### config.mk
export PLATFORM = sky130hd
export DESIGN_NAME = led_trail_frame_renderer_core
export DESIGN_NICKNAME = d
export VERILOG_FILES = /design/src/ltfr_pkg.sv /design/src/ltfr_ram.sv /design/src/led_trail_frame_renderer_core.sv
export SDC_FILE = /design/constraint.sdc
export NUM_CORES = 1
export LEC_CHECK = 0
export BUFFER_PORTS_ARGS = -buffer_cell sky130_fd_sc_hd__buf_2
export CAP_MARGIN = 30
export CORE_MARGIN = 2
export CORE_UTILIZATION = 62
export CTS_CLUSTER_DIAMETER = 120
export DETAILED_ROUTE_END_ITERATION = 8
export GPL_TIMING_DRIVEN = 0
export PLACE_DENSITY = 0.8
export SLEW_MARGIN = 20
export SYNTH_ARGS = -nofsm -noshare
export SYNTH_HDL_FRONTEND = slang
export SYNTH_SLANG_ARGS = --single-unit
### constraint.sdc
create_clock -name clk -period 8 [get_ports clk]
set_clock_uncertainty 0.15 [all_clocks]
set_input_delay 0 -clock clk [delete_from_list [all_inputs] [get_ports clk]]
set_output_delay 0 -clock clk [all_outputs]
set_load 0.01 [all_outputs]
### src/ltfr_pkg.sv
// Shared types and constants for the LED trail frame renderer.
`default_nettype none

package ltfr_pkg;

    localparam int NUM_LEDS = 10;
    localparam int LED_W    = (NUM_LEDS > 1) ? $clog2(NUM_LEDS) : 1;

    localparam int COLOR_W  = 8;
    localparam int WORD_W   = 3 * COLOR_W;
    localparam int SPAN_W   = 6;              // 3 * trail_length, up to 45
    localparam int K_W      = 8;              // 9 * trail_length, up to 135
    localparam int SUB_W    = 7;              // position + span - 1, up to 75
    localparam int QBITS    = 7;              // scale quotient never exceeds 85
    localparam int Q_MAX    = 85;
    localparam int CNT_W    = 3;

    localparam logic [1:0] CH_RED   = 2'd0;
    localparam logic [1:0] CH_GREEN = 2'd1;
    localparam logic [1:0] CH_BLUE  = 2'd2;

    localparam logic CMD_DRAW = 1'b0;
    localparam logic CMD_EMIT = 1'b1;

    typedef struct packed {
        logic       cmd;
        logic [4:0] position;
        logic [3:0] trail_length;
        logic [7:0] red;
        logic [7:0] green;
        logic [7:0] blue;
    } item_t;

    typedef struct packed {
        logic [3:0]  led_index;
        logic [23:0] bit_word;
        logic        last;
    } pixel_t;

    typedef enum logic [2:0] {
        S_IDLE,
        S_REDUCE,
        S_DIV,
        S_MUL,
        S_WR,
        S_EMIT_RD,
        S_EMIT_LD
    } state_t;

endpackage

`default_nettype wire

### src/ltfr_ram.sv
// Generic single-write, single-read RAM with registered read data.
`default_nettype none

module ltfr_ram #(
    parameter int WIDTH = 24,
    parameter int DEPTH = 10
) (
    input  wire logic                                         clk,
    input  wire logic                                         wr_en,
    input  wire logic [((DEPTH > 1) ? $clog2(DEPTH) : 1)-1:0] wr_addr,
    input  wire logic [WIDTH-1:0]                             wr_data,
    input  wire logic                                         rd_en,
    input  wire logic [((DEPTH > 1) ? $clog2(DEPTH) : 1)-1:0] rd_addr,
    output logic      [WIDTH-1:0]                             rd_data
);

    logic [WIDTH-1:0] mem [DEPTH];

    always_ff @(posedge clk)
    begin
        if (wr_en)
        begin
            mem[wr_addr] <= wr_data;
        end
        if (rd_en)
        begin
            rd_data <= mem[rd_addr];
        end
    end

endmodule

`default_nettype wire

### src/led_trail_frame_renderer_core.sv
// Draw: reduce the start position to (LED, phase), then 6L - 1 trail steps; L = 0 draws nothing.
// Each trail step costs 7 divider iterations, 3 multiplies (one per channel) and a write.
// Emit: per LED word a RAM read, then an output load that waits while the output is stalled; NUM_LEDS transactions.
// One item at a time; item_stall is high until the current item is finished.
// Reset clears the frame through per-LED valid bits; the frame RAM itself is not swept.
`default_nettype none

module led_trail_frame_renderer_core (
    input  wire logic            clk,
    input  wire logic            rst_n,
    input  wire logic            item_valid,
    output logic                 item_stall,
    input  wire ltfr_pkg::item_t item,
    output logic                 pixel_valid,
    input  wire logic            pixel_stall,
    output ltfr_pkg::pixel_t     pixel
);

    import ltfr_pkg::*;

    localparam logic [LED_W-1:0] LED_LAST = LED_W'(NUM_LEDS - 1);

    state_t state_reg, state_next;

    logic [NUM_LEDS-1:0] valid_reg;
    logic                pixel_valid_reg;
    pixel_t              pixel_reg;

    logic [COLOR_W-1:0]  red_reg, green_reg, blue_reg;
    logic [SPAN_W-1:0]   span_reg;
    logic [K_W-1:0]      k_reg;
    logic [SUB_W-1:0]    sub_reg;
    logic [LED_W-1:0]    led_reg;
    logic [LED_W-1:0]    n_reg;
    logic [1:0]          phase_reg;
    logic [SPAN_W-1:0]   i_reg;
    logic                desc_reg;
    logic [K_W-1:0]      rem_reg;
    logic [QBITS-1:0]    q_reg;
    logic [CNT_W-1:0]    cnt_reg;
    logic [1:0]          chan_reg;
    logic [WORD_W-1:0]   acc_reg;

    logic                item_accept;
    logic                pixel_take;
    logic                load_ok;
    logic [SPAN_W-1:0]   span_in;
    logic [K_W-1:0]      k_in;
    logic [SUB_W-1:0]    sub_in;
    logic [LED_W-1:0]    led_inc;
    logic [LED_W-1:0]    led_dec;
    logic [K_W:0]        rem_shift;
    logic                div_ge;
    logic [K_W-1:0]      rem_new;
    logic                step_done;
    logic [SPAN_W-1:0]   i_next;
    logic                desc_next;
    logic [WORD_W-1:0]   old_word;
    logic [COLOR_W-1:0]  color_sel;
    logic [COLOR_W-1:0]  old_byte;
    logic [COLOR_W+QBITS-1:0] prod;
    logic [COLOR_W-1:0]  new_byte;

    logic                ram_wr_en;
    logic                ram_rd_en;
    logic [LED_W-1:0]    ram_rd_addr;
    logic [WORD_W-1:0]   ram_rd_data;

    // ---------------------------------------------------------------- datapath
    assign item_accept = item_valid && !item_stall;
    assign pixel_take  = pixel_valid_reg && !pixel_stall;
    assign load_ok     = !pixel_valid_reg || pixel_take;

    assign span_in = SPAN_W'({2'b00, item.trail_length}) + SPAN_W'({1'b0, item.trail_length, 1'b0});
    assign k_in    = K_W'({item.trail_length, 3'b000}) + K_W'(item.trail_length);
    assign sub_in  = SUB_W'(item.position) + SUB_W'(span_in) - SUB_W'(1);

    assign led_inc = (led_reg == LED_LAST) ? '0 : led_reg + LED_W'(1);
    assign led_dec = (led_reg == '0) ? LED_LAST : led_reg - LED_W'(1);

    // restoring divider: one quotient bit per cycle, dividend low bits are all zero
    assign rem_shift = {rem_reg, 1'b0};
    assign div_ge    = rem_shift >= {1'b0, k_reg};
    assign rem_new   = div_ge ? K_W'(rem_shift - {1'b0, k_reg}) : K_W'(rem_shift);

    assign step_done = desc_reg && (i_reg == SPAN_W'(1));
    assign i_next    = desc_reg ? i_reg - SPAN_W'(1) : i_reg + SPAN_W'(1);
    assign desc_next = desc_reg || ((i_reg + SPAN_W'(1)) == span_reg);

    assign old_word = valid_reg[led_reg] ? ram_rd_data : '0;

    always_comb
    begin
        case (chan_reg)
            CH_RED:
            begin
                color_sel = red_reg;
                old_byte  = old_word[23:16];
            end
            CH_GREEN:
            begin
                color_sel = green_reg;
                old_byte  = old_word[15:8];
            end
            default:
            begin
                color_sel = blue_reg;
                old_byte  = old_word[7:0];
            end
        endcase
    end

    assign prod     = (COLOR_W+QBITS)'(color_sel) * (COLOR_W+QBITS)'(q_reg);
    assign new_byte = old_byte + COLOR_W'(prod[COLOR_W+QBITS-1:COLOR_W]);

    // ---------------------------------------------------------------- next state
    always_comb
    begin
        state_next = state_reg;
        case (state_reg)
            S_IDLE:
            begin
                if (item_accept)
                begin
                    if (item.cmd == CMD_EMIT)
                    begin
                        state_next = S_EMIT_RD;
                    end
                    else if (item.trail_length != '0)
                    begin
                        state_next = S_REDUCE;
                    end
                end
            end
            S_REDUCE:
            begin
                if (sub_reg < SUB_W'(3))
                begin
                    state_next = S_DIV;
                end
            end
            S_DIV:
            begin
                if (cnt_reg == CNT_W'(QBITS - 1))
                begin
                    state_next = S_MUL;
                end
            end
            S_MUL:
            begin
                if (chan_reg == CH_BLUE)
                begin
                    state_next = S_WR;
                end
            end
            S_WR:
            begin
                state_next = step_done ? S_IDLE : S_DIV;
            end
            S_EMIT_RD:
            begin
                state_next = S_EMIT_LD;
            end
            S_EMIT_LD:
            begin
                if (load_ok)
                begin
                    state_next = (n_reg == LED_LAST) ? S_IDLE : S_EMIT_RD;
                end
            end
            default:
            begin
                state_next = S_IDLE;
            end
        endcase
    end

    // ---------------------------------------------------------------- outputs
    always_comb
    begin
        item_stall  = 1'b1;
        ram_wr_en   = 1'b0;
        ram_rd_en   = 1'b0;
        ram_rd_addr = led_reg;
        case (state_reg)
            S_IDLE:
            begin
                item_stall = 1'b0;
            end
            S_DIV:
            begin
                ram_rd_en = (cnt_reg == '0);
            end
            S_WR:
            begin
                ram_wr_en = 1'b1;
            end
            S_EMIT_RD:
            begin
                ram_rd_en   = 1'b1;
                ram_rd_addr = n_reg;
            end
            default:
            begin
                item_stall = 1'b1;
            end
        endcase
    end

    assign pixel_valid = pixel_valid_reg;
    assign pixel       = pixel_reg;

    // ---------------------------------------------------------------- control registers
    always_ff @(posedge clk or negedge rst_n)
    begin
        if (!rst_n)
        begin
            state_reg       <= S_IDLE;
            valid_reg       <= '0;
            pixel_valid_reg <= 1'b0;
        end
        else
        begin
            state_reg <= state_next;
            if (state_reg == S_WR)
            begin
                valid_reg[led_reg] <= 1'b1;
            end
            else if (state_reg == S_EMIT_LD && load_ok && n_reg == LED_LAST)
            begin
                valid_reg <= '0;
            end
            if (state_reg == S_EMIT_LD && load_ok)
            begin
                pixel_valid_reg <= 1'b1;
            end
            else if (pixel_take)
            begin
                pixel_valid_reg <= 1'b0;
            end
        end
    end

    // ---------------------------------------------------------------- payload registers
    always_ff @(posedge clk)
    begin
        case (state_reg)
            S_IDLE:
            begin
                if (item_accept)
                begin
                    red_reg   <= item.red;
                    green_reg <= item.green;
                    blue_reg  <= item.blue;
                    span_reg  <= span_in;
                    k_reg     <= k_in;
                    sub_reg   <= sub_in;
                    led_reg   <= '0;
                    n_reg     <= '0;
                    i_reg     <= SPAN_W'(1);
                    desc_reg  <= 1'b0;
                end
            end
            S_REDUCE:
            begin
                // start sub-pixel reduced to (LED, phase); LED wraps around the ring
                if (sub_reg >= SUB_W'(3))
                begin
                    sub_reg <= sub_reg - SUB_W'(3);
                    led_reg <= led_inc;
                end
                else
                begin
                    phase_reg <= sub_reg[1:0];
                    rem_reg   <= K_W'({i_reg, 1'b0});
                    cnt_reg   <= '0;
                end
            end
            S_DIV:
            begin
                rem_reg  <= rem_new;
                q_reg    <= {q_reg[QBITS-2:0], div_ge};
                cnt_reg  <= cnt_reg + CNT_W'(1);
                chan_reg <= CH_RED;
            end
            S_MUL:
            begin
                case (chan_reg)
                    CH_RED:   acc_reg[23:16] <= new_byte;
                    CH_GREEN: acc_reg[15:8]  <= new_byte;
                    default:  acc_reg[7:0]   <= new_byte;
                endcase
                chan_reg <= chan_reg + 2'd1;
            end
            S_WR:
            begin
                // trail walks the ring downward one sub-pixel per step
                i_reg    <= i_next;
                desc_reg <= desc_next;
                rem_reg  <= K_W'({i_next, 1'b0});
                cnt_reg  <= '0;
                if (phase_reg == 2'd0)
                begin
                    phase_reg <= 2'd2;
                    led_reg   <= led_dec;
                end
                else
                begin
                    phase_reg <= phase_reg - 2'd1;
                end
            end
            S_EMIT_LD:
            begin
                if (load_ok)
                begin
                    pixel_reg.led_index <= 4'(n_reg);
                    pixel_reg.bit_word  <= valid_reg[n_reg] ? ram_rd_data : '0;
                    pixel_reg.last      <= (n_reg == LED_LAST);
                    n_reg               <= n_reg + LED_W'(1);
                end
            end
            default:
            begin
            end
        endcase
    end

    ltfr_ram #(
        .WIDTH (WORD_W),
        .DEPTH (NUM_LEDS)
    ) u_frame_ram (
        .clk     (clk),
        .wr_en   (ram_wr_en),
        .wr_addr (led_reg),
        .wr_data (acc_reg),
        .rd_en   (ram_rd_en),
        .rd_addr (ram_rd_addr),
        .rd_data (ram_rd_data)
    );

    // ---------------------------------------------------------------- assertions
    a_rem_below_divisor: assert property (@(posedge clk) disable iff (!rst_n)
        state_reg == S_DIV |-> rem_reg < k_reg)
        else $error("divider remainder not below divisor");

    a_scale_bound: assert property (@(posedge clk) disable iff (!rst_n)
        state_reg == S_MUL |-> q_reg <= QBITS'(Q_MAX))
        else $error("trail scale out of range");

    a_step_index: assert property (@(posedge clk) disable iff (!rst_n)
        state_reg == S_DIV |-> (i_reg != '0) && (i_reg <= span_reg))
        else $error("trail step index out of range");

    a_clear_after_emit: assert property (@(posedge clk) disable iff (!rst_n)
        (state_reg == S_EMIT_LD && load_ok && n_reg == LED_LAST)
            |=> (valid_reg == '0) && pixel_valid_reg && pixel_reg.last)
        else $error("frame not cleared after final word");

endmodule

`default_nettype wire

==> run summary <==
Die H: 182 um
Worst-path clk slew: 0.07 ns
DR iter-0 viols: 1686
Critical Path Max Stage Delay: 0.56 ns
Gr busiest metal: met2
Grt ovf: 0
Clock Sinks: 412
Dpl ws: 0.563 ns
Sequential cell area: 0.0123 mm^2
WL/cell: 21.5 um
GR Util met1: 39.0%
Max_cap viols: 0
Total GRT Usage: 28.8%
WL final: 47000 um
CTS Root Cell: clkbuf_16
Net count reported at finish: 1910
Critical path type: register to register
Final setup vio count: 0
Hold Slack: 0.00491 ns
Met2 Usage GRT: 47.8%
Outcome: complete, no violations
Syn Inst Count: 1587
Worst EP required: 8.12 ns
Post-synth ARST share: 3.40%
Top cell by count, worst path: fa_1
Post-detail-place hpwl: 32000 um
Row count: 65
Vias in the first global route: 13300
Grt met3 use: 3.41%
CTS buffer count: 43
# fillers: 1965
Rel. slew slack: 40.7%
DRC violations left: 0
Cell Area, Synth: 0.0196 mm^2
Placeable Area: 0.0313 mm^2
Area after DPL: 0.0208 mm^2
Slew @ Worst Pin: 0.886 ns
Die width: 182 um
Largest net degree at the start of global routing: 36
Fin area: 0.0225 mm^2
Via count: 13500
EDFF count, synth: 398
Worst-path maximum fanout: 8
Top-area cell type share of the netlist area: 61.1%
RePlAce Congestion: 0.872
DRT antenna net count: 0
Cell taking the most area after synthesis: edfxtp_1
Die Area: 0.0330 mm^2
Commonest cells in the netlist: edfxtp_1, nand2_1, nand3_1
Worst path bufs/invs: 4
Crit. End Element: register
Syn avg cell area: 12.3 um^2
H-tree Lvls: 2
Via/cell ratio: 6.17
Peak Freq: 0.132 GHz
Most frequent cell after synthesis: edfxtp_1
Slowest CP cell: fa_1
Initial antenna violation count: 0
Syn_nets: 1736
Sequential-to-total area share from yosys stat: 62.8%
Number of top-level pins: 69
Slew Limit Fails: 0
Initial Utilization: 62.5%
Period utilisation layout: 94.6%
CTS Buffer Depth: 3
Critical path arrival: 7.69 ns
CTS tree: yes
Share of layout cells above drive strength 1: 13.1%
Area growth from synthesis to layout: 15.0%
Synth top area cells: edfxtp_1, nand2_1, ha_1, fa_1, nand3_1
Area occupied by multi-input gates: 0.00673 mm^2
First-pass GRT wire length: 73000 um
Startpoint Class: register
Synth Flop Type: edfxtp_1
RSZ-0062 raised after global routing: no
Fin Setup TNS: 0 ns
Setup repair bufs after CTS: 0
First drt pass iteration count: 5
Synthesized flop and latch total: 412
HP Class: input pin to register
Synth warn: 0
CP top delay family: adder cells
Min Tclk post-route: 7.57 ns
Max reg flops: 240
Antenna Cells: 0
Clock Latency Late Sink: 0.56 ns
I/O Buffers: 68
Final Hold Viols: 0
Distinct cell type count after synthesis: 74
Setup ws final: 0.429 ns
[logic make-up (layout without fill, tap and decap cells)]
group | after synthesis | in the layout | share of synthesized area (%)
simple gates | 614 | 614 | 14.4
flops | 412 | 412 | 62.8
compound gates | 234 | 234 | 7.89
buf+inv | 154 | 357 | 3.29
fa+ha+maj | 111 | 111 | 8.32
xor+xnor | 44 | 44 | 1.97
mux | 18 | 18 | 1.28
[cell usage in the layout (no fill, tap or decap), types with 13 or more instances in the layout]
cell type	count
a311oi_1	26
fa_1	32
xor2_1	20
ha_1	79
and2_1	67
o21ai_0	20
clkbuf_1	41
nor3_1	15
o21a_1	14
inv_1	77
nand3_1	110
xnor2_1	24
nor2_1	58
dfrtp_1	14
clkbuf_16	43
nand2_1	297
buf_2	103
dlygate4sd3_1	36
buf_4	15
edfxtp_1	398
a21o_1	13
a21oi_1	102
[worst reg2reg max path: cells and delay by family (launching register included)]
kind,cells,cell delay (ns)
adders and majority gates,7,2.85
AOI/OAI and AO/OA,9,2.01
and+or+nand+nor,3,0.68
buffers and inverters,4,0.62
xor gates and xnor gates,2,0.56
DFF,1,0.42
[routing by layer]
| layer | wire, um | up-vias | part of all wire (%) |
|---|---|---|---|
| li1 | - | 6044 | - |
| met1 | 17900 | 6591 | 38 |
| met2 | 23000 | 773 | 49 |
| met3 | 4130 | 127 | 8.8 |
| met4 | 1980 | 0 | 4.2 |
| met5 | 0 | - | 0 |
[through the flow]
step,cells,util [%]
after global placement,2057,65.2
final,2192,71.9
after floorplan,1587,-
after global routing,2192,71.9
after CTS,2192,71.9
after detailed placement,2082,66.5
[path summary, 6_finish.rpt]
kind | slack (ns) | from | to | cells past startpoint
max | 0.43 | chan_reg[0] | acc_reg[7] | 25
min | 0.005 | item[18] | red_reg[2] | 2
max reg2reg | 0.43 | chan_reg[0] | acc_reg[7] | 25
min reg2reg | 0.36 | valid_reg[7] | valid_reg[7] | 1
max in group asynchronous | 6.84 | rst_n | valid_reg[3] | 3
min in group asynchronous | 0.41 | rst_n | state_reg[2] | 3
[what timing repair did]
item	in CTS	in global routing
gates resized for setup	0	5
endpoints found under the hold margin	99	0
endpoints found under the setup margin	0	3
hold buffers	36	0
[area by class of cell]
cell class | count | share of cell area, %
Clock buffer | 51 | 4.96
Timing Repair Buffer | 129 | 4.52
Buffer | 76 | 1.56
Sequential cell | 412 | 54.6
Inverter | 78 | 1.30
Multi-Input combinational cell | 1021 | 29.9
Tap cell | 402 | 2.23
Clock inverter | 23 | 0.944
Power is not shown: default switching activity piles up to over one toggle a cycle in this logic, so the estimate is an artifact.
